### config.mk
export PLATFORM = sky130hd
export DESIGN_NAME = deq_ctrl
export DESIGN_NICKNAME = d
export VERILOG_FILES = /design/src/hdl/assert_macros.svh /design/src/hdl/deq_pkg.sv /design/src/hdl/deq_ctrl.sv
export SDC_FILE = /design/constraint.sdc
export NUM_CORES = 1
export LEC_CHECK = 0
export BUFFER_PORTS_ARGS = -buffer_cell sky130_fd_sc_hd__buf_2
export CORE_AREA = 2 2 39 41
export DETAILED_ROUTE_END_ITERATION = 7
export DIE_AREA = 0 0 41 43
export GPL_TIMING_DRIVEN = 0
export SYNTH_ARGS = -nofsm -noshare
export SYNTH_HDL_FRONTEND = slang
export SYNTH_SLANG_ARGS = --single-unit
### constraint.sdc
create_clock -name clk_i -period 1.82 [get_ports clk_i]
set_clock_uncertainty 0.2 [all_clocks]
set_input_delay 0.273 -clock clk_i [delete_from_list [all_inputs] [get_ports clk_i]]
set_output_delay 0.273 -clock clk_i [all_outputs]
set_load 0.05 [all_outputs]
### src/hdl/assert_macros.svh
// Assertion macros used by the deque top level.
`ifndef ASSERT_MACROS_SVH
`define ASSERT_MACROS_SVH
`ifndef SYNTHESIS
`define ASSERT_IMPLY(label, clk, rst_n, ante, cons) \
  label: assert property (@(posedge clk) disable iff (!rst_n) (ante) |-> (cons)) \
    else $error("assertion failed");
`define ASSERT_NEXT(label, clk, rst_n, ante, cons) \
  label: assert property (@(posedge clk) disable iff (!rst_n) (ante) |=> (cons)) \
    else $error("assertion failed");
`else
`define ASSERT_IMPLY(label, clk, rst_n, ante, cons)
`define ASSERT_NEXT(label, clk, rst_n, ante, cons)
`endif
`endif

### src/hdl/deq_pkg.sv
// Package with the types and constants shared by the deque modules.
`default_nettype none
package deq_pkg;

  localparam int unsigned DepthDefault     = 1024;
  localparam int unsigned WordWidthDefault = 32;
  localparam int unsigned CountW           = 11;
  localparam int unsigned ValueW           = 32;

  typedef enum logic [2:0] {
    FN_PUSH_FRONT = 3'd0,
    FN_PUSH_BACK  = 3'd1,
    FN_POP_FRONT  = 3'd2,
    FN_POP_BACK   = 3'd3,
    FN_PEEK_FRONT = 3'd4,
    FN_PEEK_BACK  = 3'd5
  } func_e;

  typedef enum logic [1:0] {
    ST_OK    = 2'd0,
    ST_EMPTY = 2'd1,
    ST_FULL  = 2'd2
  } status_e;

  typedef struct packed {
    logic [2:0]               func;
    logic signed [ValueW-1:0] value_in;
  } in_word_t;

  typedef struct packed {
    logic signed [ValueW-1:0] value_out;
    logic [1:0]               status;
    logic [CountW-1:0]        count;
    logic                     is_empty;
  } out_word_t;

  typedef struct packed {
    logic accept;
    logic load_out;
  } ctrl_cmd_t;

endpackage
`default_nettype wire

### src/hdl/deq_ctrl.sv
// Controller state machine of the deque: input handshake, sequencing and output valid.
`default_nettype none
module deq_ctrl (
  input  wire              clk_i,
  input  wire              rst_ni,
  input  wire              in_valid_i,
  output logic             in_stall_o,
  output logic             out_valid_o,
  input  wire              out_stall_i,
  output deq_pkg::ctrl_cmd_t cmd_o
);
  import deq_pkg::*;

  typedef enum logic [1:0] {
    S_IDLE = 2'b01,
    S_READ = 2'b10
  } state_e;

  state_e state_q, state_d;
  logic   out_valid_q, out_valid_d;
  logic   accept, load;

  assign in_stall_o   = (state_q != S_IDLE);
  assign accept       = in_valid_i && (state_q == S_IDLE);
  assign load         = (state_q == S_READ) && (!out_valid_q || !out_stall_i);
  assign cmd_o.accept   = accept;
  assign cmd_o.load_out = load;
  assign out_valid_o  = out_valid_q;

  always_comb begin
    state_d = state_q;
    unique case (state_q)
      S_IDLE: begin
        if (accept) state_d = S_READ;
      end
      S_READ: begin
        if (load) state_d = S_IDLE;
      end
      default: state_d = S_IDLE;
    endcase
  end

  assign out_valid_d = load ? 1'b1 : (out_valid_q && out_stall_i);

  always_ff @(posedge clk_i or negedge rst_ni) begin
    if (!rst_ni) begin
      state_q     <= S_IDLE;
      out_valid_q <= 1'b0;
    end else begin
      state_q     <= state_d;
      out_valid_q <= out_valid_d;
    end
  end

endmodule
`default_nettype wire

==> results of run 1 <==
-- state kept, by name (all words and copies together) (netlist names) --
signal and cells:
state_q 2, out_valid_o 1
-- power by group --
part           internal, µW  switching [µW]  total [µW]
sequential             77.2            6.80        84.0
clock                  81.9            30.7         113
combinational          26.5            53.4        79.9
-- critical path: stages, from the launching register on --
cell      delay, ns
dfstp_2        0.36
nand2b_2       0.19
a21oi_1        0.12
buf_4          0.11
buf_2          0.24
-- layout make-up --
class / instances / area [µm²] / area share, %
plain buffers: 2 / 15.0 / 6.32
clock buffers: 4 / 26.3 / 11.1
multi-input cells: 9 / 52.6 / 22.1
flip-flops and latches: 3 / 76.3 / 32.1
well taps: 16 / 20.0 / 8.42
repair buffers: 8 / 47.5 / 20.0
-- placed cells by master, fill, tap and decap left out --
cell           count
buf_2              6
o22a_1             1
o22ai_1            1
nand2b_2           1
or2b_2             1
dfstp_2            1
nor2_1             1
nand2_1            3
buf_4              2
clkbuf_1           1
dfrtp_1            2
dlygate4sd3_1      1
clkbuf_4           4
a21oi_1            1
-- timing repair --
action / in CTS / in global routing
endpoints found under the hold margin: 3 / 0
setup endpoints to repair: 0 / 1
gates resized for setup: 0 / 1
hold buffers: 1 / 0
setup buffers: 0 / 0
-- cells by family after synthesis --
| family | after synthesis | synth area share [%] |
|---|---|---|
| buffers and inverters | 2 | 10.4 |
| flip-flops | 3 | 53.0 |
| AND/OR/NAND/NOR | 6 | 22.6 |
| AO/OA/AOI/OAI | 3 | 13.9 |
-- final timing paths --
kind,startpoint,endpoint
max,state_q[0]$_DFFE_PN1P_,cmd_o[0]
min,out_stall_i,out_valid_o$_DFF_PN0_
max reg2reg,state_q[0]$_DFFE_PN1P_,state_q[1]$_DFFE_PN0P_
min reg2reg,out_valid_o$_DFF_PN0_,out_valid_o$_DFF_PN0_
max in group asynchronous,rst_ni,state_q[0]$_DFFE_PN1P_
min in group asynchronous,rst_ni,state_q[1]$_DFFE_PN0P_
-- metal layers --
metal | global-route usage [%] | up-vias
met5 | 0 | -
met3 | 6.28 | 0
met1 | 4.22 | 66
li1 | - | 70
met4 | 8.00 | 0
met2 | 6.56 | 4
-- per-stage QoR --
stage	instances	total power (µW)	cell area (µm²)	util, %	worst slack, ns
2_1_floorplan	14	145	144	-	0.384
3_3_place_gp	37	161	199	14.4	0.331
3_5_place_dp	37	163	199	14.4	0.300
4_1_cts	42	283	235	17.0	0.0478
5_1_grt	42	306	238	17.2	0.00159
6_report	42	277	238	17.2	0.0933
==> summary.md, run 1 <==
| Metric | Value |
|---|---|
| Status | `completed` |
| Routed WL per cell | `6.43 µm` |
| P&R area growth vs syn | `65.2%` |
| CP arrival | `1.25 ns` |
| Fin Setup TNS | `0 ns` |
| M1 WL | `91 µm` |
| Avg Inst Size Synth | `10.3 µm²` |
| Number of diodes | `0` |
| Yosys top cell by area | `dfrtp_1` |
| Starting density of the core | `10.4%` |
| First-pass GRT wire length | `572 µm` |
| Share of the synthesized area in the top cell type | `34.8%` |
| Core ar. | `1380 µm²` |
| Post-synth EDFFs | `0` |
| Fin crit period | `1.73 ns` |
| Fillcell total | `154` |
| Grt total ovfl | `0` |
| Fin. Hold Viols | `0` |
| DRC viols | `0` |
| Routed met3 length | `35 µm` |
| Largest net degree at the start of global routing | `6` |
| H-tree levels | `1` |
| Crit path kind | `reg2out` |
| Initial DRC count | `2` |
| Worst Max-Slew Pin Slew | `0.249 ns` |
| Register area share after synthesis | `53.0%` |
| Critical Path RT | `1.35 ns` |
| WHS Path Cells | `3` |
| Leakage power | `0.000123 µW` |
| Synth Register Bits | `3` |
| Ranking of synthesized cells by area | `dfrtp_1 (35%), dfstp_2 (18%), buf_4 (10%)` |
| Final net count | `31` |
| Worst setup SP type | `flop` |
| Hold Path Class | `in2reg` |
| Initial antenna violation count | `0` |
| Mapped cell area | `144 µm²` |
| # rows | `14` |
| Syn Inst Count | `14` |
| WL final | `270 µm` |
| Top_reg_cell synth | `dfrtp_1` |
| Final setup vio count | `0` |
| Syn_nets | `18` |
| CTS tree | `yes` |
| Asr flop ratio synth | `100%` |
| List of most frequent post-synthesis cells | `nand2_1 (3), buf_4 (2), dfrtp_1 (2)` |
| Final hold slack | `0.106 ns` |
| Crit end category | `primary output` |
| I/O Pins | `8` |
| Top Layer Used | `met3` |
| Die ar. | `1760 µm²` |
| Max-slew violations | `0` |
| Warnings from Yosys | `0` |
| Average vias per placed instance | `3.33` |
| Pwr dens | `1160 nW/µm²` |
| Vias in the first global route | `154` |
| Root Driver | `clkbuf_4` |
| Final GP Congestion | `0.542` |
| All-Layer GR Usage | `5.84%` |
| Most numerous cell in the Yosys netlist | `nand2_1` |
| Post-DRT Antenna Nets | `0` |
| Buffers on Ports | `7` |
| Reg2reg setup slack | `0.75 ns` |
| Num CTS Buffers | `3` |
| Layout cells sized above 1 | `57.7%` |
| DR vias | `140` |
| Synth cell types | `10` |
| Die Span Y | `43 µm` |
| Clock latency on the worst-skew pair | `0.23 ns` |
| RSZ-0062 raised after global routing | `false` |
| Clock Path Buffers | `2` |
| Clock-pin slew on the worst setup and hold paths | `0.04 ns` |
| # Max-Cap Violations | `0` |
| Pre-antenna DRT Iters | `2` |
| Met2 wire length | `143 µm` |
| Top fanout value on the critical path | `4` |
| Period utilization | `94.9%` |
| Chip width | `41 µm` |
| Num Clock Sinks | `3` |
| Max IR drop VDD | `0.000208 V` |
| Fmax | `579 MHz` |
| Worst r2r path cells | `2` |
| Slew Limit Headroom | `83.5%` |
Note: power is estimated with default switching activity, not from simulation.
==> inputs of run 2 (changes only) <==
--- a/config.mk
+++ b/config.mk
@@ -5,10 +5,10 @@
 export SDC_FILE = /design/constraint.sdc
 export NUM_CORES = 1
 export LEC_CHECK = 0
-export BUFFER_PORTS_ARGS = -buffer_cell sky130_fd_sc_hd__buf_2
 export CORE_AREA = 2 2 39 41
 export DETAILED_ROUTE_END_ITERATION = 7
 export DIE_AREA = 0 0 41 43
+export DONT_BUFFER_PORTS = 1
 export GPL_TIMING_DRIVEN = 0
 export SYNTH_ARGS = -nofsm -noshare
 export SYNTH_HDL_FRONTEND = slang
==> run 2 against run 1 <==
Die area is the same. Clock power barely moved. Final area down 16%. First-iteration DRC count is 100% lower. Critical path depth is 2 lower. Worst setup slack better by 0.032 ns. Combinational power is 29% lower. Via count fell by 23%. Core utilization decreased by 2.7 points. Global-route usage is 2.1 points lower. Non-clock buffer count fell by 7. Critical path type unchanged. Highest routed layer unchanged.
==> summary.md, run 2 (synthesized netlist as in run 1, its figures left out) <==
| Metric | Value |
|---|---|
| DR vias | `108` |
| Post-cts sizing count | `0` |
| Net switching power | `85.0 µW` |
| Final net count | `24` |
| Leakage power | `0.0000922 µW` |
| Chip width | `41 µm` |
| Max reg flops | `2` |
| P&R area growth vs syn | `39.1%` |
| RSZ-0062 raised after global routing | `false` |
| Die ar. | `1760 µm²` |
| Starting density of the core | `10.4%` |
| Pwr dens | `1300 nW/µm²` |
| Max IR drop VDD | `0.000218 V` |
| Largest net degree at the start of global routing | `6` |
| Cell Int Power | `175 µW` |
| Worst R2R End | `state_q[0]$_DFFE_PN1P_` |
| Worst r2r src | `out_valid_o$_DFF_PN0_` |
| Initial antenna violation count | `0` |
| Buffers on Ports | `0` |
| Critical Path RT | `1.35 ns` |
| # Max-Cap Violations | `0` |
| Clock latency on the worst-skew pair | `0.22 ns` |
| Vias in the first global route | `102` |
| Pre-antenna DRT Iters | `1` |
| Clock Power Share | `42.1%` |
| Post-CTS Repair Setup Buffers | `0` |
| H-tree levels | `1` |
| Layout cells sized above 1 | `42.1%` |
| Max-slew violations | `0` |
| Final setup vio count | `0` |
| Post-DRT Antenna Nets | `0` |
| WHS Path Cells | `2` |
| Worst r2r path cells | `2` |
| # rows | `14` |
| Grt total ovfl | `0` |
| Most flops, register | `state_q` |
| Period utilization | `93.1%` |
| Fin. Hold Viols | `0` |
| Slew Limit Headroom | `67.0%` |
| CTS tree | `yes` |
| Gate power share | `21.7%` |
| Top fanout value on the critical path | `3` |
| Fmax | `590 MHz` |
| Fin crit period | `1.69 ns` |
| Final GP Congestion | `0.533` |
| Status | `completed` |
| Number of diodes | `0` |
| CP arrival | `1.22 ns` |
| Reg2reg setup slack | `0.50 ns` |
| First-pass GRT wire length | `338 µm` |
| Num CTS Buffers | `3` |
| I/O Pins | `8` |
| Setup crit start | `out_valid_o$_DFF_PN0_` |
| WL final | `232 µm` |
| Final non-filler cell total | `35` |
| Die Span Y | `43 µm` |
| Worst Max-Slew Pin Slew | `0.495 ns` |
| Clock Path Buffers | `2` |
| Switch share | `32.6%` |
| Root Driver | `clkbuf_4` |
| Sequential Power Share | `36.2%` |
| Placed Instances | `30` |
| Average vias per placed instance | `3.09` |
| Clock-pin slew on the worst setup and hold paths | `0.03 ns` |
| Worst setup SP type | `flop` |
| CP endpoint | `cmd_o[0]` |
| Routed WL per cell | `6.63 µm` |
| Most frequent cells in the layout | `nand2_1 (3), clkbuf_4 (3), buf_4 (2), dfrtp_1 (2)` |
| Crit path kind | `reg2out` |
| Crit end category | `primary output` |
| All-Layer GR Usage | `3.73%` |
| Core ar. | `1380 µm²` |
| Num Clock Sinks | `3` |
| DRC viols | `0` |
| Hold Path Class | `in2reg` |
| Fin Setup TNS | `0 ns` |
| Initial DRC count | `0` |
run 2: cell types whose count changed in the layout (fill, tap and decap cells not counted):
cell / delta
clkbuf_4: -1
buf_2: -6
run 2: power groups by stage:
stage	logic (µW)	registers (µW)	clock network [µW]
after global routing	60.6	95.4	124
after global placement	53.9	95.0	0
after floorplan	51.7	93.8	0
after CTS	57.1	94.4	115
final	56.4	94.4	110
after detailed placement	54.5	95.1	0
run 2: through the flow:
step	hold WS (ns)	setup slack (ns)	util [%]	power [µW]	area [µm²]
finish	0.00478	0.126	14.5	260	200
global route	0.00623	0.0839	14.5	280	200
CTS	0.000414	0.122	14.5	266	200
detailed placement	-0.223	0.369	11.8	150	164
global placement	-0.223	0.368	11.8	149	164
floorplan	-0.223	0.384	-	145	144
run 2: how the worst min path moves through the flow:
stage                     slack [ns]         from                    end
after floorplan                -0.22       rst_ni  out_valid_o$_DFF_PN0_
after global placement         -0.22       rst_ni  out_valid_o$_DFF_PN0_
after detailed placement       -0.22       rst_ni  out_valid_o$_DFF_PN0_
after CTS                     0.0004  out_stall_i  out_valid_o$_DFF_PN0_
after global routing           0.006  out_stall_i  out_valid_o$_DFF_PN0_
final                          0.005  out_stall_i  out_valid_o$_DFF_PN0_
run 2: layout make-up:
cell class	instances	area (µm²)
sequential	3	76.3
multi-input combinational	9	52.6
clock buffer	4	26.3
fill	155	1180
timing repair buffer	1	10.0
buffer	2	15.0
tap	16	20.0
run 2: what timing repair did:
| action | in CTS | in global routing |
|---|---|---|
| setup endpoints to repair | 0 | 0 |
| hold buffers | 1 | 0 |
| hold endpoints to repair | 3 | 0 |
run 2: metal layers:
layer / vias up / wire [µm] / track usage (%)
li1: 56 / - / -
met1: 48 / 71 / 2.28
met2: 4 / 122 / 3.75
met4: 0 / 0 / 8.00
met3: 0 / 39 / 3.14
met5: - / 0 / 0
run 2: worst max-delay path, stage by stage (launching register included):
cell and delay (ns):
dfrtp_1 0.56, a21oi_1 0.22, buf_4 0.21
